File: src/sv/qrs_pkg.sv
package qrs_pkg;
	localparam int CW = 32;
	localparam int FB = 16;
	// discriminant scaled by 2^(2F): up to 2*CW+3+2*FB bits
	localparam int DW = 2 * CW + 3 + 2 * FB;
	localparam int RW = (DW + 1) / 2 + 1;     // sqrt width
	localparam int NW = CW + FB + 2 + 1;      // numerator width
	localparam int QB = NW;                   // quotient bits
	localparam int XW = 3 * CW + 2 * FB + 4;  // residual width

	localparam logic [1:0] ST_TWO  = 2'd0;
	localparam logic [1:0] ST_REP  = 2'd1;
	localparam logic [1:0] ST_NONE = 2'd2;
	localparam logic [1:0] ST_AZ   = 2'd3;

	typedef struct packed {
		logic signed [CW-1:0] coeff_a;
		logic signed [CW-1:0] coeff_b;
		logic signed [CW-1:0] coeff_c;
	} in_item_t;

	typedef struct packed {
		logic [1:0]           status;
		logic signed [CW-1:0] root_plus;
		logic signed [CW-1:0] root_minus;
		logic                 plus_exact;
		logic                 minus_exact;
		logic                 overflow;
	} out_item_t;

	// data handed down the chain
	typedef struct packed {
		logic                 vld;
		logic signed [CW-1:0] a;
		logic signed [CW-1:0] b;
		logic signed [CW-1:0] c;
		logic [1:0]           status;
		logic [DW-1:0]        rad;   // remaining radicand
		logic [RW-1:0]        root;
		logic [NW-1:0]        nump;  // |numerators|
		logic [NW-1:0]        numm;
		logic                 negp;
		logic                 negm;
		logic [NW:0]          remp;
		logic [NW:0]          remm;
		logic [QB-1:0]        qp;
		logic [QB-1:0]        qm;
	} cell_t;
endpackage

File: src/sv/qrs_div_cell.sv
// one restoring-division bit for both roots, divisor |2a|
module qrs_div_cell #(
	parameter int BIT = 0
) (
	input  logic          clk,
	input  logic          arst_n,
	input  logic          en,
	input  qrs_pkg::cell_t d,
	output qrs_pkg::cell_t q
);
	import qrs_pkg::*;
	logic [CW:0] am;
	logic [NW:0] dv;
	logic [NW:0] rp;
	logic [NW:0] rm;
	cell_t nx;

	always_comb begin
		nx = d;
		am = {d.a[CW-1], d.a};
		if (d.a[CW-1])
			am = -am;
		dv = {{(NW-CW-1){1'b0}}, am, 1'b0};
		rp = {d.remp[NW-1:0], d.nump[BIT]};
		rm = {d.remm[NW-1:0], d.numm[BIT]};
		nx.remp = rp;
		nx.remm = rm;
		if (rp >= dv) begin
			nx.remp = rp - dv;
			nx.qp[BIT] = 1'b1;
		end
		if (rm >= dv) begin
			nx.remm = rm - dv;
			nx.qm[BIT] = 1'b1;
		end
	end

	always_ff @(posedge clk or negedge arst_n) begin
		if (!arst_n) begin
			q <= '0;
		end else if (en) begin
			q <= nx;
		end
	end
endmodule

File: config.mk
export PLATFORM = sky130hd
export DESIGN_NAME = qrs_div_cell
export DESIGN_NICKNAME = d
export VERILOG_FILES = /design/src/sv/qrs_pkg.sv /design/src/sv/qrs_div_cell.sv
export SDC_FILE = /design/constraint.sdc
export NUM_CORES = 1
export LEC_CHECK = 0
export BUFFER_PORTS_ARGS = -buffer_cell sky130_fd_sc_hd__buf_4
export CAP_MARGIN = 20
export CORE_AREA = 2 2 443 445
export CTS_BUF_LIST = sky130_fd_sc_hd__clkbuf_2 sky130_fd_sc_hd__clkbuf_4 sky130_fd_sc_hd__clkbuf_8
export CTS_CLUSTER_DIAMETER = 150
export CTS_CLUSTER_SIZE = 10
export DETAILED_ROUTE_END_ITERATION = 8
export DIE_AREA = 0 0 445 447
export GPL_ROUTABILITY_DRIVEN = 0
export PLACE_DENSITY_LB_ADDON = 0.15
export SKIP_CTS_REPAIR_TIMING = 1
export SLEW_MARGIN = 30
export SYNTH_ARGS = -nofsm -noshare
export SYNTH_HDL_FRONTEND = slang
export SYNTH_SLANG_ARGS = --single-unit
File: constraint.sdc
create_clock -name clk -period 0.8 [get_ports clk]
set_clock_uncertainty 0.05 [all_clocks]
set_input_delay 0.16 -clock clk [delete_from_list [all_inputs] [get_ports clk]]
set_output_delay 0.16 -clock clk [all_outputs]
set_load 0.03 [all_outputs]
Word-level counts from Yosys, hierarchy flattened
Index checks and enable logic that the tools add are counted.
W data, S select, Z words.
- mux-type cells: 5
- $add $sub $neg: 3
- $lt $le $gt $ge: 2
- operators with widths (operator ; number):
    $ge A52 B34 Y1 ; 2
    $mux W52 ; 2
    $sub A52 B34 Y52 ; 2
    $mux W33 ; 1
    $neg A33 Y33 ; 1
    $mux W1 ; 2
- register bits after elaboration: 559
- input bits: 562
- word-level logic and storage cells: 25

Depth between registers and ports, before layout
Gate-level depths: netlist of run 1.
- depth in word-level cells: 4
- gate-level depth with buffers: 24
- depth with buffers taken out: 20

Worst setup path after synthesis of run 1
OpenSTA, ideal clock, no wires.
- path kind: input port to flip-flop
- from: in d[540] (netlist name)
- to: reg q[104] (netlist name)
- slack: -4.300 ns
- arrival time: 4.913 ns
- cell stages on the path: 22
- buffers on the path: 3
- setup time: 0.137 ns
- cells stage by stage: or4_4 or4_1 buf_2 nor2_1 nand3_1 or4_1 o31ai_1 xor2_1 ha_1 a21o_1 a21o_1 a21o_1 a21oi_1 nand2b_1 nand4b_1 a31o_2 o21bai_1 nor2_1 clkbuf_1 clkbuf_1 mux2i_1 a21oi_1
- cells in the longest elaborated chain, start to end: 4
- RTL lines (what ; line ; source):
    from (decl) ; qrs_div_cell.sv:8 ; input qrs_pkg::cell_t d,
    $neg A33 Y33 ; qrs_div_cell.sv:22 ; am = -am;
    $mux W33 (*) ; qrs_div_cell.sv:21 ; if (d.a[CW-1])
    $ge A52 B34 Y1 (*) ; qrs_div_cell.sv:32 ; if (rm >= dv) begin
    $mux W52 (*) ; qrs_div_cell.sv:32 ;
    to (signal assigned) ; qrs_div_cell.sv:42 ; q <= nx;
    to (decl) ; qrs_div_cell.sv:9 ; output qrs_pkg::cell_t q
Mark *: on every way between the ends. The rest lies on a longest branch, timed or not.
A chain may end at the register's enable or synchronous reset.

Worst setup path after layout of run 1
- from: in d[540] (netlist name)
- to: reg q[119] (netlist name)
- cells in the longest elaborated chain, start to end: 4
- elaborated cells on any way between the ends: 5
- RTL lines (what ; line):
    $neg A33 Y33 ; qrs_div_cell.sv:22
    $mux W33 (*) ; qrs_div_cell.sv:21
    $sub A52 B34 Y52 or $ge A52 B34 Y1 (tied branches) ; qrs_div_cell.sv:33, qrs_div_cell.sv:32
    $mux W52 (*) ; qrs_div_cell.sv:32
Marked as above.

==> run_results.csv, run 1 <==
group,metric,value,unit
routing,antenna_left,0,
synthesis,ys.flop_type,"dfrtp_1",
sta,whs,-0.1543,ns
sta,slew_violations,0,
setup_path,cp-start-kind,"primary input",
hold_path,hold_class,"in -> reg",
routing,drc,0,
run,drv_cap,0,
routing,dr_total_vias,26430,
setup_path,cp_top_family,"simple AND/OR/NAND/NOR gates",
place,portBuffers,1118,
synthesis,yosysWarnings,0,
synthesis,synthCells,2211,
setup_path,ff2ff_path_depth,2,
global_routing,overflow,0,
power,peakVddDrop,975.5,uV
hold_path,whs_path_depth,6,
setup_path,r2r_start,"q[83]$_DFFE_PN0P_",
clocking,htree_levels,3,
routing,wl_per_cell,21.52,um
synthesis,syn_area_per_cell,12.03,um^2
sta,report.final.hold_viol_count,115,
clocking,clock_sinks,557,
global_routing,grt_max_degree,57,
floorplan,die_h,447,um
setup_path,cp_slowest_stage_delay,0.57,ns
synthesis,async_flop_share,100.0,%
setup_path,path_cells,"buf_6 > or4_4 > or4_4 > nor2_4 > nand3_2 > or4_4 > o31ai_4 > xor2_1 > buf_4 > ha_4 > a21o_1 > a21o_1 > a21o_1 > a21oi_2 > nand2b_4 > nand4b_1 > a31o_2 > o21bai_4 > nor2_4 > buf_6 > buf_12 > nor2_4 > xnor2_1 > a21oi_1",
routing,first_pass_iters,7,
sta,max_freq,240.0,MHz
clocking,cts_tree,"yes",
hold_path,worstHoldStart,"d[146]",
layout,max_flop_register,"q",
setup_path,path_class,"in -> reg",
outcome,violations,"hold timing, setup timing",
routing,first_iter_violations,1017,
layout,largest_register_ffs,557,
routing,via_per_inst,3.724,
floorplan,ios,1121,
sta,min_period,4.166,ns
place,hpwlAfterDp,121400,um
setup_path,endpoint_kind,"register",
layout,finalNetCount,5129,
power,p_per_area,1757,nW/um^2
sta,fin_tns_setup,-782.14,ns
floorplan,rows,162,
clocking,cts_buffers,67,
place,preCtsSetupSlack,-4.367,ns
outcome,outcome,"finished, violations left",
clocking,clock_path_buffers,3,
sta,tightest_slew,0.8173,ns
floorplan,chipWidth,445,um
setup_path,r2r_end,"q[83]$_DFFE_PN0P_",
clocking,clk_latency,0.80,ns
setup_path,cp.arrival,4.80,ns
floorplan,core_area,194200,um^2
global_routing,grt_pass1_vias,25390,
synthesis,synth_cell_types,93,
synthesis,synth_edf_count,0,
sta,fin_crit_sh,520.8,%
sta,setup_slack,-3.366,ns
synthesis,seq_area_frac_synth,52.39,%
synthesis,syn-cell-area,26600,um^2
clocking,clkSlewWorstSetupHoldPaths,0.09,ns
power,p_leak,24.65,nW
sta,setup_viol,1058,
global_routing,antenna_found_initial,26,
floorplan,start_util,13.70,%
hold_path,hold_end,"q[148]$_DFFE_PN0P_",
setup_path,cp.required,1.44,ns
setup_path,ff2ff_setup_slack,-0.28,ns
clocking,root_buffer,"clkbuf_8",
routing,drt_wl_total,152700,um
layout,area_delta_synth_final,100.6,%
floorplan,die_area,198900,um^2
synthesis,synth-seq-cells,557,
sta,slew_headroom,45.52,%
layout,largestRegisters,"q: 557 flops",
setup_path,crit_fanout,8,
sta,rsz0062_at_grt,"yes",
layout,drive_gt1_share,57.21,%
setup_path,cpMaxStageDelayCell,"or4_4",
global_routing,grt_pass1_wl,197500,um
layout,fillers,20630,
global_routing,grt.total_usage,13.98,%
setup_path,worstPathBufferInverterCount,4,
-- how the worst max path moves through the flow --
stage,startpoint,to,slack (ns),cells past startpoint
floorplan,d[540],q[104]$_DFFE_PN0P_,-3.93,22
global route,d[540],q[108]$_DFFE_PN0P_,-3.45,25
global placement,d[536],q[145]$_DFFE_PN0P_,-4.35,20
finish,d[540],q[119]$_DFFE_PN0P_,-3.37,24
CTS,d[536],q[165]$_DFFE_PN0P_,-3.44,23
detailed placement,d[536],q[145]$_DFFE_PN0P_,-4.37,23
-- layout by cell type, fill, tap and decap left out, types with 30 or more instances in the layout --
cell           synthesis  layout
clkbuf_8               0      67
buf_4                  2    1544
xnor2_1               84      79
mux2_4                 0     335
a21o_1                34      34
a21oi_1              167     135
ha_1                  51      49
dlygate4sd3_1          0     565
nand2_1               89      84
dfrtp_2                0      81
xor2_1                50      48
mux2_2               461     126
nor2_1               176     148
buf_12                 0      47
dfrtp_1              557     476
buf_6                  0     184
a21oi_2                0      30
-- worst min-delay path, stage by stage --
cell and delay, ns:
buf_4 0.09, nor2_1 0.05, buf_4 0.12, nand4_1 0.07, or3_1 0.10, a31oi_1 0.07
-- cells by family (layout without fill, tap and decap cells) --
family                     count (synthesis)  after routing  synth area share (%)
AOI/OAI and AO/OA                        374            374                 8.889
xor gates and xnor gates                 145            145                 5.296
adders and majority gates                 66             66                 3.038
buffers and inverters                    147           2480                 2.121
DFF                                      557            557                 52.39
muxes                                    471            471                 19.89
other                                      1             10               0.01410
and+or+nand+nor                          450            450                 8.362
-- cells in the mapped netlist (7+ instances only) --
library cell  instances  area (um^2)
a211oi_1              9        67.56
a21o_1               34        255.2
a21oi_1             167        835.8
a31oi_1              23        143.9
and2_1                8        50.05
and3_1               11        68.82
buf_1                 8        30.03
clkbuf_1            103        386.6
dfrtp_1             557        13940
ha_1                 51        638.1
inv_1                29        108.9
maj3_1               13        130.1
mux2_2              461         5191
mux2i_1              10        100.1
nand2_1              89        334.1
nand2b_1             12        75.07
nand3_1              18        90.09
nand4_1               9        56.30
nand4b_1              7        61.31
nor2_1              176        660.6
nor2b_1               9        56.30
nor3_1               29        145.1
nor4_1               24        150.1
nor4b_1               7        61.31
o21ai_0              36        180.2
o21ai_1              11        55.05
o31ai_1              13        97.59
or3_1                13        81.33
xnor2_1              84        735.7
xor2_1               50        437.9
-- cell type report --
class,count,area (um^2),area share (%)
clock buffers,89,1087,2.037
repair buffers,2350,20470,38.35
diodes,8,20.02,0.03751
inverters,30,112.6,0.2110
well taps,2542,3181,5.959
flip-flops and latches,557,14040,26.30
clock inverters,11,100.1,0.1875
multi-input cells,1508,14370,26.92
-- per-layer routing --
metal / routed length [um] / share of wire [%] / global-route usage [%]
met5: 0 / 0 / 0
met4: 4842 / 3.2 / 5.639
met3: 9366 / 6.1 / 3.919
met2: 78240 / 51 / 24.66
met1: 60240 / 39 / 15.82
-- where the power goes --
group / total, mW / switching [mW] / internal (mW) / leakage (nW)
registers: 34.4 / 2.77 / 31.6 / 6.38
logic: 38.0 / 19.3 / 18.7 / 17.6
clock network: 21.5 / 12.6 / 8.89 / 0.620
-- per-stage QoR --
stage	hold WS (ns)	std cells	utilization [%]	power, mW	area [um^2]
floorplan	-0.1856	2212	-	51.10	29410
global placement	0.1652	6346	22.78	68.44	44240
detailed placement	0.1619	6346	22.78	68.31	44240
CTS	-0.8010	6446	23.40	90.85	45430
global route	-0.1960	7092	27.48	98.79	53370
finish	-0.1543	7095	27.49	93.80	53380
Note: power is estimated with default switching activity, not from simulation.
==> inputs of run 2 (changes only) <==
==> constraint.sdc (replaced) <==
create_clock -name clk -period 0.8 [get_ports clk]
set_clock_uncertainty 0.05 [all_clocks]
set_input_delay 0.12 -clock clk [delete_from_list [all_inputs] [get_ports clk]]
set_output_delay 0.12 -clock clk [all_outputs]
set_load 0.03 [all_outputs]
==> run_results.csv, run 2 (synthesis results as in run 1) <==
group,metric,value,unit
sta,rsz0062_at_grt,"yes",
hold_path,whs_path_depth,5,
global_routing,grt_pass1_vias,25220,
routing,drt_wl_total,156000,um
outcome,outcome,"finished, violations left",
layout,mostFrequentLayoutCell,"buf_4",
floorplan,start_util,13.70,%
floorplan,die_area,198900,um^2
setup_path,r2r_end,"q[83]$_DFFE_PN0P_",
setup_path,crit_fanout,8,
clocking,htree_levels,3,
layout,instances_no_fill,7103,
power,p_leak,24.63,nW
setup_path,ff2ff_path_depth,2,
global_routing,grt_max_degree,48,
clocking,cts_buffers,66,
global_routing,antenna_found_initial,51,
floorplan,rows,162,
global_routing,grt_pass1_wl,201400,um
routing,wl_met3,9806,um
layout,drive_gt1_share,57.53,%
clocking,clk_latency,0.79,ns
clocking,clock_sinks,557,
setup_path,endpoint_kind,"register",
run,drv_cap,0,
layout,finalNetCount,5138,
clocking,clkSlewWorstSetupHoldPaths,0.10,ns
place,dp.cells,6349,
hold_path,worstHoldStart,"d[190]",
setup_path,ff2ff_setup_slack,-0.25,ns
sta,report.final.hold_viol_count,92,
routing,via_per_inst,3.752,
place,portBuffers,1118,
sta,slew_headroom,48.97,%
setup_path,path_class,"in -> reg",
clocking,cts_tree,"yes",
layout,largest_register_ffs,557,
power,p_per_area,1748,nW/um^2
routing,first_pass_iters,7,
hold_path,hold_end,"q[193]$_DFFE_PN0P_",
outcome,violations,"hold timing, setup timing",
setup_path,cp.required,1.42,ns
sta,max_freq,232.6,MHz
global_routing,grt.total_usage,14.33,%
floorplan,die_h,447,um
power,power,93.59,mW
sta,slew_violations,0,
layout,design_area,53540,um^2
floorplan,chipWidth,445,um
sta,fin_crit_sh,537.4,%
sta,min_period,4.299,ns
sta,setup_viol,1065,
setup_path,cp-start-kind,"primary input",
sta,fin_tns_setup,-763.50,ns
hold_path,hold_class,"in -> reg",
routing,antenna_left,0,
sta,whs,-0.2025,ns
setup_path,r2r_start,"q[83]$_DFFE_PN0P_",
routing,wl_per_cell,21.96,um
place,dpl_cell_area,44290,um^2
floorplan,ios,1121,
routing,drc,0,
sta,setup_slack,-3.499,ns
place,hpwlAfterDp,124500,um
setup_path,cp.arrival,4.92,ns
floorplan,core_area,194200,um^2
layout,area_delta_synth_final,101.3,%
power,peakVddDrop,1426,uV
clocking,clock_path_buffers,3,
global_routing,overflow,0,
sta,tightest_slew,0.7629,ns
routing,wl_met2,80740,um
clocking,root_buffer,"clkbuf_8",
routing,drt-met1-wl,60970,um
routing,routed.top_layer,"met5",
routing,first_iter_violations,1073,
routing,dr_total_vias,26650,
layout,largestRegisters,"q: 557 flops",
layout,max_flop_register,"q",
layout,final_cell_mix,"buf_4 (1553), dlygate4sd3_1 (563), dfrtp_1 (480), mux2_4 (297), mux2_2 (164)",
[run 2: worst max path at each step]
stage                     cells after the start  startpoint  slack (ns)                 end
after CTS                                    22      d[536]       -3.65  q[160]$_DFFE_PN0P_
after detailed placement                     22      d[536]       -4.54  q[160]$_DFFE_PN0P_
final                                        23      d[540]       -3.50  q[104]$_DFFE_PN0P_
after global placement                       22      d[536]       -4.44  q[165]$_DFFE_PN0P_
after global routing                         23      d[540]       -3.53  q[104]$_DFFE_PN0P_
after floorplan                              22      d[540]       -3.89  q[104]$_DFFE_PN0P_
[run 2: layer usage]
layer / track usage, % / vias up
li1: - / 12540
met1: 16.19 / 13070
met2: 25.51 / 809
met3: 4.391 / 204
met4: 4.687 / 32
met5: 0 / -
[run 2: area by class of cell]
class	count	area, um^2
clock buffer	85	1064
fill	20570	140600
sequential	557	14030
inverter	30	112.6
antenna	14	35.03
clock inverter	7	56.30
tap	2542	3181
timing repair buffer	2360	20790
multi-input combinational	1508	14260
[run 2: per-stage QoR]
step,setup slack [ns],utilization [%]
2_1_floorplan,-3.886,-
4_1_cts,-3.646,23.39
3_5_place_dp,-4.536,22.81
6_report,-3.499,27.57
5_1_grt,-3.532,27.57
3_3_place_gp,-4.441,22.81
[run 2: worst max-delay path: stages]
cell       delay, ns
buf_6           0.09
or4_4           0.53
or4_4           0.46
nor2_4          0.21
nand3_4         0.11
or4_4           0.46
o31ai_4         0.22
xor2_2          0.23
buf_6           0.15
ha_4            0.20
a21o_1          0.16
a21o_1          0.15
a21o_1          0.20
a21oi_2         0.13
nand2b_4        0.14
nand4b_1        0.08
a31o_2          0.23
o21bai_4        0.18
nor2_4          0.26
buf_12          0.16
clkbuf_16       0.18
mux2i_1         0.20
a21oi_1         0.08
[run 2: power by group]
part           internal (mW)  switching, mW
Combinational           18.8           19.5
Clock                   8.62           12.3
Sequential              31.6           2.74
Total                   59.0           34.6
