`src/sv/qrs_pkg.sv`:
```
package qrs_pkg;
	localparam int CW = 32;
	localparam int FB = 16;
	// discriminant scaled by 2^(2F): up to 2*CW+3+2*FB bits
	localparam int DW = 2 * CW + 3 + 2 * FB;
	localparam int RW = (DW + 1) / 2 + 1;     // sqrt width
	localparam int NW = CW + FB + 2 + 1;      // numerator width
	localparam int QB = NW;                   // quotient bits
	localparam int XW = 3 * CW + 2 * FB + 4;  // residual width

	localparam logic [1:0] ST_TWO  = 2'd0;
	localparam logic [1:0] ST_REP  = 2'd1;
	localparam logic [1:0] ST_NONE = 2'd2;
	localparam logic [1:0] ST_AZ   = 2'd3;

	typedef struct packed {
		logic signed [CW-1:0] coeff_a;
		logic signed [CW-1:0] coeff_b;
		logic signed [CW-1:0] coeff_c;
	} in_item_t;

	typedef struct packed {
		logic [1:0]           status;
		logic signed [CW-1:0] root_plus;
		logic signed [CW-1:0] root_minus;
		logic                 plus_exact;
		logic                 minus_exact;
		logic                 overflow;
	} out_item_t;

	// data handed down the chain
	typedef struct packed {
		logic                 vld;
		logic signed [CW-1:0] a;
		logic signed [CW-1:0] b;
		logic signed [CW-1:0] c;
		logic [1:0]           status;
		logic [DW-1:0]        rad;   // remaining radicand
		logic [RW-1:0]        root;
		logic [NW-1:0]        nump;  // |numerators|
		logic [NW-1:0]        numm;
		logic                 negp;
		logic                 negm;
		logic [NW:0]          remp;
		logic [NW:0]          remm;
		logic [QB-1:0]        qp;
		logic [QB-1:0]        qm;
	} cell_t;
endpackage

```
`src/sv/qrs_sqrt_cell.sv`:
```
// one restoring square-root digit
module qrs_sqrt_cell #(
	parameter int BIT = 0
) (
	input  logic          clk,
	input  logic          arst_n,
	input  logic          en,
	input  qrs_pkg::cell_t d,
	output qrs_pkg::cell_t q
);
	import qrs_pkg::*;
	logic [DW+1:0] trial;
	logic [DW+1:0] remw;
	cell_t nx;

	always_comb begin
		nx = d;
		trial = ({{(DW+2-RW){1'b0}}, d.root} << (BIT + 1))
			| ({{(DW+1){1'b0}}, 1'b1} << (2 * BIT));
		remw = {2'b00, d.rad};
		if (remw >= trial) begin
			nx.rad = DW'(remw - trial);
			nx.root = d.root | (RW'(1) << BIT);
		end
	end

	always_ff @(posedge clk or negedge arst_n) begin
		if (!arst_n) begin
			q <= '0;
		end else if (en) begin
			q <= nx;
		end
	end
endmodule

```
`config.mk`:
```
export PLATFORM = sky130hd
export DESIGN_NAME = qrs_sqrt_cell
export DESIGN_NICKNAME = d
export VERILOG_FILES = /design/src/sv/qrs_pkg.sv /design/src/sv/qrs_sqrt_cell.sv
export SDC_FILE = /design/constraint.sdc
export NUM_CORES = 1
export LEC_CHECK = 0
export BUFFER_PORTS_ARGS = -buffer_cell sky130_fd_sc_hd__buf_2
export CORE_AREA = 2 2 442 444
export DETAILED_ROUTE_END_ITERATION = 10
export DIE_AREA = 0 0 444 446
export PLACE_DENSITY = 0.34
export SYNTH_ARGS = -nofsm -noshare
export SYNTH_HDL_FRONTEND = slang
export SYNTH_SLANG_ARGS = --single-unit
```
`constraint.sdc`:
```
create_clock -name clk -period 2.1 [get_ports clk]
set_clock_uncertainty 0.15 [all_clocks]
set_input_delay 0.315 -clock clk [delete_from_list [all_inputs] [get_ports clk]]
set_output_delay 0.315 -clock clk [all_outputs]
set_load 0.005 [all_outputs]
```
[Yosys cells after proc, flatten, opt, wreduce, memory -nomap -nowiden]
Index checks and enable logic that the tools add are counted.
Word-level totals
  logic and storage cells: 18
  register bits: 559
  bits of input ports: 562
  output and inout port bits: 559
Operators by class
  multiplexer cells: 1
  $lt $le $gt $ge: 1
  add/subtract/negate cells: 1
Operator list (number)
  two-way mux 150 bit: 1
  greater-or-equal comparator 99 x 52 -> 1 bit: 1
  subtractor 99 x 52 -> 99 bit: 1

[Depth between registers and ports, before layout]
Gate-level depths: netlist (run 1).
  depth after elaboration: 2
  mapped depth: 16

[Worst setup path after synthesis (run 1)]
Ideal clock, no wire load.
  path kind: in2reg
  start: in d[322] (netlist bit)
  end: reg q[447] (netlist bit)
  data arrival time: 3373 ps
  setup time: 82 ps
  setup slack: -1505 ps
  stages: 14
  cell sequence: inv_1 -> ha_1 -> buf_2 -> nand2_1 -> or4_1 -> or3_1 -> or4_1 -> nor3_1 -> or3_1 -> buf_4 -> o21ai_2 -> or3_1 -> or3_1 -> a31oi_1
Between the ends
  longest elaborated chain between the ends: 2
  elaborated cells on any way between the ends: 3
  classes of those cells: 1 x add/sub; 1 x order compare; 1 x mux
RTL lines
  from (decl): RTL line qrs_sqrt_cell.sv:8  | input qrs_pkg::cell_t d,
  subtractor 99 x 52 -> 99 bit / greater-or-equal comparator 99 x 52 -> 1 bit (equally long branches): RTL line qrs_sqrt_cell.sv:22, qrs_sqrt_cell.sv:21
  two-way mux 150 bit (*): RTL line qrs_sqrt_cell.sv:21  | if (remw >= trial) begin
  to (signal assigned): RTL line qrs_sqrt_cell.sv:31  | q <= nx;
  to (decl): RTL line qrs_sqrt_cell.sv:9  | output qrs_pkg::cell_t q
Mark *: on every way between the ends. The rest lies on a longest branch, timed or not.
A chain may end at the register's enable or synchronous reset.

[Final worst setup path (run 1)]
  start: in d[321] (netlist bit)
  end: reg q[363] (netlist bit)
Between the ends
  longest elaborated chain between the ends: 2
RTL lines (RTL line)
  greater-or-equal comparator 99 x 52 -> 1 bit: qrs_sqrt_cell.sv:21
  two-way mux 150 bit: qrs_sqrt_cell.sv:21
No other way between the ends.

==> results of run 1 <==
## worst min path at each step
stage,startpoint,end,slack (ns),depth (start not counted)
CTS,d[405],q[405]$_DFFE_PN0P_,-0.32,3
detailed placement,arst_n,q[115]$_DFFE_PN0P_,0.13,1
finish,d[361],q[362]$_DFFE_PN0P_,0.07,4
global route,d[361],q[362]$_DFFE_PN0P_,0.07,4
global placement,arst_n,q[115]$_DFFE_PN0P_,0.13,1
floorplan,arst_n,q[0]$_DFFE_PN0P_,-0.13,0
## Yosys cell counts (6+ instances only)
library cell,instances,area (sq um)
a21oi_1,178,890.9
nor2_1,168,630.6
or2_2,7,43.79
o21bai_1,11,82.58
mux2i_1,7,70.07
nand4_1,30,187.7
nor4_2,11,137.6
ha_1,52,650.6
or4_1,11,82.58
nor3_1,26,130.1
o21a_1,8,60.06
xnor2_1,67,586.8
a21o_1,21,157.7
mux2_2,464,5225
a31oi_1,13,81.33
nor2b_1,13,81.33
nand2b_1,6,37.54
dfrtp_1,559,13990
nand3_1,21,105.1
buf_2,10,50.05
o211ai_1,9,67.56
clkbuf_1,102,382.9
o21ai_0,47,235.2
nand2_1,70,262.8
inv_1,68,255.2
nor4_1,18,112.6
or3_1,17,106.4
o31ai_1,7,52.55
xor2_1,24,210.2
## timing repair
action                     CTS  global route
pin swaps                  164            71
hold endpoints to repair   992             2
hold buffers               590             2
setup endpoints to repair  100           100
gates resized for setup    240            90
setup buffers               33             9
cloned                       7             0
## placed cells by master (no fill, tap or decap), types with 21 or more instances in the layout
| master | count |
|---|---|
| a21o_1 | 21 |
| a21oi_1 | 125 |
| a21oi_2 | 46 |
| buf_12 | 47 |
| buf_2 | 1109 |
| buf_4 | 423 |
| buf_6 | 32 |
| clkbuf_1 | 26 |
| clkbuf_16 | 78 |
| dfrtp_1 | 559 |
| diode_2 | 45 |
| dlygate4sd3_1 | 591 |
| ha_1 | 32 |
| inv_1 | 58 |
| mux2_2 | 460 |
| nand2_1 | 61 |
| nand4_1 | 30 |
| nor2_1 | 133 |
| nor2_4 | 32 |
| o21ai_0 | 27 |
| xnor2_1 | 63 |
| xor2_1 | 24 |
## area by class of cell
cell class	count	share of cell area, %
diodes	45	0.2305
clock buffers	118	4.589
clock inverters	23	0.8348
inverters	68	0.5429
multi-input cells	1370	25.43
flip-flops and latches	559	28.63
well taps	2542	6.510
repair buffers	2218	33.23
## metal layers
metal,up-vias,routed length [microns]
li1,11960,-
met1,13370,63430
met2,856,87750
met3,261,13500
met4,6,7544
met5,-,45
## report_power, final
part	switching, mW	internal [mW]
sequential	0.738	12.0
clock	5.90	8.10
combinational	4.44	4.41
## worst min-delay path, cell delays in order
cell and delay (ns):
buf_2 0.13, fa_2 0.22, mux2i_1 0.07, a21oi_1 0.12
## cell families after synthesis
group                      after synthesis  synth area share, %
DFF                                    559                54.60
muxes                                  471                20.67
and+or+nand+nor                        419                8.219
AOI/OAI and AO/OA                      336                7.828
buffers and inverters                  191                2.964
xor gates and xnor gates                91                3.111
adders and majority gates               53                2.617
## metrics by stage
step / setup TNS (ns) / cells
2_1_floorplan: -115.25 / 2120
3_3_place_gp: -192.53 / 6123
3_5_place_dp: -193.06 / 6123
4_1_cts: -77.77 / 6892
5_1_grt: -77.14 / 6926
6_report: -76.92 / 6943
==> impl_metrics.sql, run 1 <==
INSERT INTO impl_metrics (metric_group, metric, value, unit) VALUES
('cells_and_area', 'layout-area-overhead-vs-synth', '90.69', '%'),
('floorplanning', 'floorplan.initialDensity', '13.24', '%'),
('floorplanning', 'die_x', '444', 'microns'),
('cells_and_area', 'layout-drive-gt1-share', '56.04', '%'),
('sta', 'fmaxAchievable', '0.3309', 'GHz'),
('sta', 'hold_ws', '0.07035', 'ns'),
('clock_tree', 'clock-root-buffer', 'clkbuf_16', ''),
('cells_and_area', 'layout_top_registers', 'q (559)', ''),
('worst_setup_path', 'critPathKind', 'input pin to register', ''),
('route', 'drt_iter0_markers', '1319', ''),
('sta', 'timing_worst_slew_pin_value', '1.059', 'ns'),
('route', 'route.vias.total', '26450', ''),
('route', 'routed_wl', '172.3', 'mm'),
('clock_tree', 'cts.htree.levels', '3', ''),
('worst_setup_path', 'critical_path.slowest_cell', 'or4_4', ''),
('global_routing', 'grt_util_all_layers', '16.82', '%'),
('synth', 'sequential_fraction_of_the_synthesis_area', '54.60', '%'),
('floorplanning', 'die_area', '0.1980', 'sq mm'),
('synth', 'yosys_warnings', '0', ''),
('run', 'timing.max_cap.violations', '0', ''),
('power_and_ir_drop', 'max_ir_drop_vdd', '0.5960', 'mV'),
('sta', 'final_critical_path_setup_slack', '-0.9217', 'ns'),
('worst_setup_path', 'timing.critical_path.required', '2.49', 'ns'),
('worst_setup_path', 'critPathBufInv', '6', ''),
('cells_and_area', 'largest_reg_flops', '559', ''),
('synth', 'post_synth_num_cell_types', '65', ''),
('route', 'routed_wire_length_per_instance', '24.81', 'microns'),
('global_routing', 'groute.layer.met2.usage', '29.57', '%'),
('global_routing', 'met3_capacity_usage_during_global_routing', '5.641', '%'),
('run_status', 'outcome', 'finished, violations left', ''),
('route', 'drt_drc_violations_left', '0', ''),
('worst_setup_path', 'critical_path.top_delay_family', 'simple AND/OR/NAND/NOR gates', ''),
('power_and_ir_drop', 'power_density', '727.5', 'mW/mm^2'),
('sta', 'final.min_clock_period', '3.022', 'ns'),
('clock_tree', 'clock_latency', '0.70', 'ns'),
('worst_setup_path', 'rr_startpoint', 'q[456]$_DFFE_PN0P_', ''),
('synth', 'gate_count_of_the_mapped_netlist', '2120', ''),
('route', 'drt-pass1-iter-count', '5', ''),
('sta', 'final_hold_viol_count', '0', ''),
('worst_setup_path', 'timing.critical_path.to_type', 'register', ''),
('hold_path', 'min_path_type', 'input pin to register', ''),
('sta', 'setup-violations-final', '100', ''),
('floorplanning', 'die-height', '446', 'microns'),
('worst_setup_path', 'setup.worst_path.end', 'q[363]$_DFFE_PN0P_', ''),
('floorplanning', 'design.portCount', '1121', ''),
('sta', 'grt_setup_unrepaired', 'true', ''),
('worst_setup_path', 'critical-path-max-stage-delay', '0.55', 'ns'),
('cells_and_area', 'multi_input_area', '0.01242', 'sq mm'),
('synth', 'syn_nets', '2735', ''),
('cells_and_area', 'design.final.nets', '4910', ''),
('floorplanning', 'floorplan.rows', '162', ''),
('sta', 'period_share', '143.9', '%'),
('floorplanning', 'core_region_area', '0.1936', 'sq mm'),
('synth', 'async_reset_ff_share', '100.0', '%'),
('power_and_ir_drop', 'totalPowerFinal', '35.55', 'mW'),
('worst_setup_path', 'worst_setup_start_kind', 'input pin', ''),
('clock_tree', 'clkTransAtPathRegs', '0.06', 'ns'),
('run_status', 'violations', 'setup timing', ''),
('route', 'vias_per_cell', '3.810', ''),
('route', 'ant_nets_after_route', '0', ''),
('placed_design', 'dp.final_hpwl', '143.1', 'mm'),
('global_routing', 'globalRouteMet1Util', '18.23', '%'),
('worst_setup_path', 'setup.worst_path.start', 'd[321]', ''),
('global_routing', 'grt_pass1_wl', '231.5', 'mm'),
('global_routing', 'grt_pass1_vias', '27780', ''),
('clock_tree', 'cts-buffers-inserted', '78', ''),
('cells_and_area', 'seq_area', '0.01399', 'sq mm'),
('synth', 'syn_area_per_cell', '12.09', 'sq um'),
('sta', 'maxSlewHeadroom', '29.20', '%'),
('placed_design', 'pre_cts_slack', '-2.176', 'ns'),
('worst_setup_path', 'worst_r2r_endpoint', 'q[456]$_DFFE_PN0P_', '');
Note: power is estimated with default switching activity, not from simulation.
==> inputs of run 2 (changes only) <==
- CTS_BUF_LIST: not set -> sky130_fd_sc_hd__clkbuf_8 sky130_fd_sc_hd__clkbuf_16
- MAX_ROUTING_LAYER: not set -> met4
==> impl_metrics.sql, run 2 (synthesis gave the netlist of run 1 again) <==
INSERT INTO impl_metrics (metric_group, metric, value, unit) VALUES
('run_status', 'outcome', 'finished, violations left', ''),
('run_status', 'violations', 'setup timing', ''),
('worst_setup_path', 'r2r_setup_slack', '0.43', 'ns'),
('sta', 'final_max_slew_viol_count', '0', ''),
('floorplanning', 'design.portCount', '1121', ''),
('floorplanning', 'die-height', '446', 'microns'),
('sta', 'timing_worst_slew_pin_value', '0.6515', 'ns'),
('route', 'drt-pass1-iter-count', '5', ''),
('worst_setup_path', 'worst_setup_start_kind', 'input pin', ''),
('power_and_ir_drop', 'net_sw_share', '30.81', '%'),
('route', 'route.vias.total', '26360', ''),
('cells_and_area', 'most_frequent_cells_in_the_layout', '1107 x buf_2, 611 x dlygate4sd3_1, 559 x dfrtp_1, 459 x mux2_2, 424 x buf_4', ''),
('sta', 'grt_setup_unrepaired', 'true', ''),
('power_and_ir_drop', 'netSwitchingPower', '11.16', 'mW'),
('floorplanning', 'core_region_area', '0.1936', 'sq mm'),
('global_routing', 'number_of_antenna_violations_at_the_first_check_in_global_routing', '81', ''),
('worst_setup_path', 'crit_path_frequent_cell', 'or3_4', ''),
('floorplanning', 'floorplan.rows', '162', ''),
('clock_tree', 'cts_tree', 'yes', ''),
('worst_setup_path', 'timing.critical_path.required', '2.56', 'ns'),
('power_and_ir_drop', 'totalPowerFinal', '36.22', 'mW'),
('placed_design', 'pre_cts_slack', '-2.142', 'ns'),
('power_and_ir_drop', 'power_share_of_the_sequential_group', '35.1', '%'),
('power_and_ir_drop', 'share_clk_of_total_power', '40.1', '%'),
('placed_design', 'dp.final_hpwl', '142.9', 'mm'),
('sta', 'hold_ws', '0.06663', 'ns'),
('sta', 'fmaxAchievable', '0.3347', 'GHz'),
('power_and_ir_drop', 'cell_internal_pwr', '25.06', 'mW'),
('worst_setup_path', 'worst_r2r_endpoint', 'q[194]$_DFFE_PN0P_', ''),
('cells_and_area', 'layout_commonest_cell', 'buf_2', ''),
('worst_setup_path', 'cp_max_fo', '4', ''),
('power_and_ir_drop', 'power.combinational.fraction', '24.8', '%'),
('clock_tree', 'cts.htree.levels', '3', ''),
('clock_tree', 'clkTransAtPathRegs', '0.06', 'ns'),
('cells_and_area', 'layout-area-overhead-vs-synth', '92.38', '%'),
('clock_tree', 'cts_num_sinks', '559', ''),
('clock_tree', 'cts-buffers-inserted', '79', ''),
('global_routing', 'grt_start_max_net_pins', '65', ''),
('worst_setup_path', 'cp_cell_sequence', 'buf_8, ha_4, nand2_4, or4_4, or3_4, or4_4, nor3_2, or3_4, buf_12, o21ai_4, or3_4, or3_1, a31oi_1', ''),
('power_and_ir_drop', 'power_density', '734.8', 'mW/mm^2'),
('hold_path', 'worst_hold_startpoint', 'd[361]', ''),
('clock_tree', 'clock-root-buffer', 'clkbuf_16', ''),
('placed_design', 'gp_congestion', '0.8806', ''),
('worst_setup_path', 'worst_r2r_path_depth', '2', ''),
('sta', 'setup-violations-final', '100', ''),
('worst_setup_path', 'rr_startpoint', 'q[194]$_DFFE_PN0P_', ''),
('sta', 'period_share', '142.3', '%'),
('global_routing', 'grt_util_all_layers', '17.35', '%'),
('floorplanning', 'die_x', '444', 'microns'),
('route', 'routed_wire_length_per_instance', '24.82', 'microns'),
('placed_design', 'io_buffers', '1120', ''),
('power_and_ir_drop', 'total_leakage_power', '21.92', 'nW'),
('global_routing', 'grt_pass1_wl', '231.7', 'mm'),
('cells_and_area', 'largest_reg_flops', '559', ''),
('hold_path', 'timing.hold.worst_path_depth', '4', ''),
('worst_setup_path', 'critical_path_arrival', '3.45', 'ns'),
('run', 'timing.max_cap.violations', '0', ''),
('floorplanning', 'die_area', '0.1980', 'sq mm'),
('hold_path', 'min_path_type', 'input pin to register', ''),
('route', 'drt_iter0_markers', '1245', ''),
('worst_setup_path', 'critical_path.slowest_cell', 'or4_4', ''),
('global_routing', 'total_overflow_reported_by_the_global_router', '0', ''),
('floorplanning', 'floorplan.initialDensity', '13.24', '%'),
('route', 'drt_drc_violations_left', '0', ''),
('hold_path', 'min_to', 'q[362]$_DFFE_PN0P_', ''),
('sta', 'maxSlewHeadroom', '56.11', '%'),
('route', 'routed_wl', '172.8', 'mm'),
('sta', 'final.min_clock_period', '2.988', 'ns'),
('cells_and_area', 'layout_top_registers', 'q (559)', ''),
('route', 'ant_nets_after_route', '0', ''),
('clock_tree', 'clock_latency', '0.72', 'ns'),
('sta', 'final_hold_viol_count', '0', ''),
('clock_tree', 'maximum_root_to_sink_buffer_count', '3', ''),
('sta', 'final_critical_path_setup_slack', '-0.8880', 'ns'),
('cells_and_area', 'design.final.nets', '4926', ''),
('worst_setup_path', 'timing.critical_path.to_type', 'register', ''),
('cells_and_area', 'largest-register', 'q', ''),
('global_routing', 'grt_pass1_vias', '27720', ''),
('worst_setup_path', 'critPathKind', 'input pin to register', ''),
('power_and_ir_drop', 'max_ir_drop_vdd', '0.5490', 'mV'),
('cells_and_area', 'layout-drive-gt1-share', '56.17', '%'),
('route', 'vias_per_cell', '3.786', ''),
('worst_setup_path', 'critical-path-max-stage-delay', '0.56', 'ns');
-- run 2: cell types whose count changed in the layout (fill, tap and decap cells not counted), moves of 4 or more --
cell	delta
a21oi_1	-5
buf_12	+4
buf_16	-5
buf_6	-5
bufinv_16	+4
clkbuf_1	-26
clkinv_2	+11
clkinv_4	-4
dlygate4sd3_1	+20
inv_1	+15
-- run 2: worst max path at each step --
| stage | start | to | slack (ns) | depth (start not counted) |
|---|---|---|---|---|
| CTS | d[321] | q[422]$_DFFE_PN0P_ | -0.91 | 16 |
| global placement | d[325] | q[440]$_DFFE_PN0P_ | -2.15 | 14 |
| global route | d[376] | q[447]$_DFFE_PN0P_ | -0.91 | 13 |
| floorplan | d[325] | q[447]$_DFFE_PN0P_ | -1.34 | 14 |
| detailed placement | d[325] | q[440]$_DFFE_PN0P_ | -2.14 | 14 |
| finish | d[376] | q[447]$_DFFE_PN0P_ | -0.89 | 13 |
-- run 2: layout make-up --
type                            instances  area (sq um)
Antenna cell                           46         115.1
Clock buffer                           95          2197
Clock inverter                         49         596.8
Fill cell                           20810        144300
Inverter                               68         272.8
Multi-Input combinational cell       1370         12570
Sequential cell                       559         13990
Tap cell                             2542          3181
Timing Repair Buffer                 2233         16370
-- run 2: worst max-delay path: cells and delay by family --
family	cells	cell delay, ns
buffers and inverters	2	0.20
AND/OR/NAND/NOR	8	2.44
adder cells (fa/ha/maj)	1	0.27
AO/OA/AOI/OAI	2	0.21
-- run 2: routing by layer --
metal,track usage [%],routed length (microns),vias to the layer above
met2,30.16,89410,825
met3,4.993,11970,249
met5,-,0,-
li1,-,-,11990
met1,18.64,65110,13290
met4,6.523,6268,0
-- run 2: per-stage QoR --
| stage | utilization, % | instance area, sq um | TNS (ns) | instances |
|---|---|---|---|---|
| 6_report | 25.46 | 49290 | -71.25 | 6962 |
| 5_1_grt | 25.45 | 49270 | -73.28 | 6953 |
| 4_1_cts | 24.98 | 48350 | -77.38 | 6900 |
| 3_5_place_dp | 19.68 | 38100 | -192.20 | 6116 |
| 3_3_place_gp | 19.68 | 38100 | -191.00 | 6116 |
| 2_1_floorplan | - | 26050 | -115.25 | 2120 |
-- run 2: timing repair --
item	in CTS	in global routing
hold buffers	610	1
cloned	5	2
hold endpoints to repair	1082	1
pin swaps	150	116
buffers inserted	26	23
endpoints found under the setup margin	100	100
resized for setup	223	161
-- run 2: power groups by stage --
| stage | Combinational (mW) | Sequential (mW) | Clock (mW) |
|---|---|---|---|
| after global routing | 9.63 | 12.8 | 15.5 |
| after floorplan | 2.48 | 12.8 | 0 |
| after detailed placement | 7.44 | 12.9 | 0 |
| final | 8.98 | 12.7 | 14.5 |
| after global placement | 7.45 | 12.8 | 0 |
| after CTS | 8.90 | 12.7 | 15.1 |
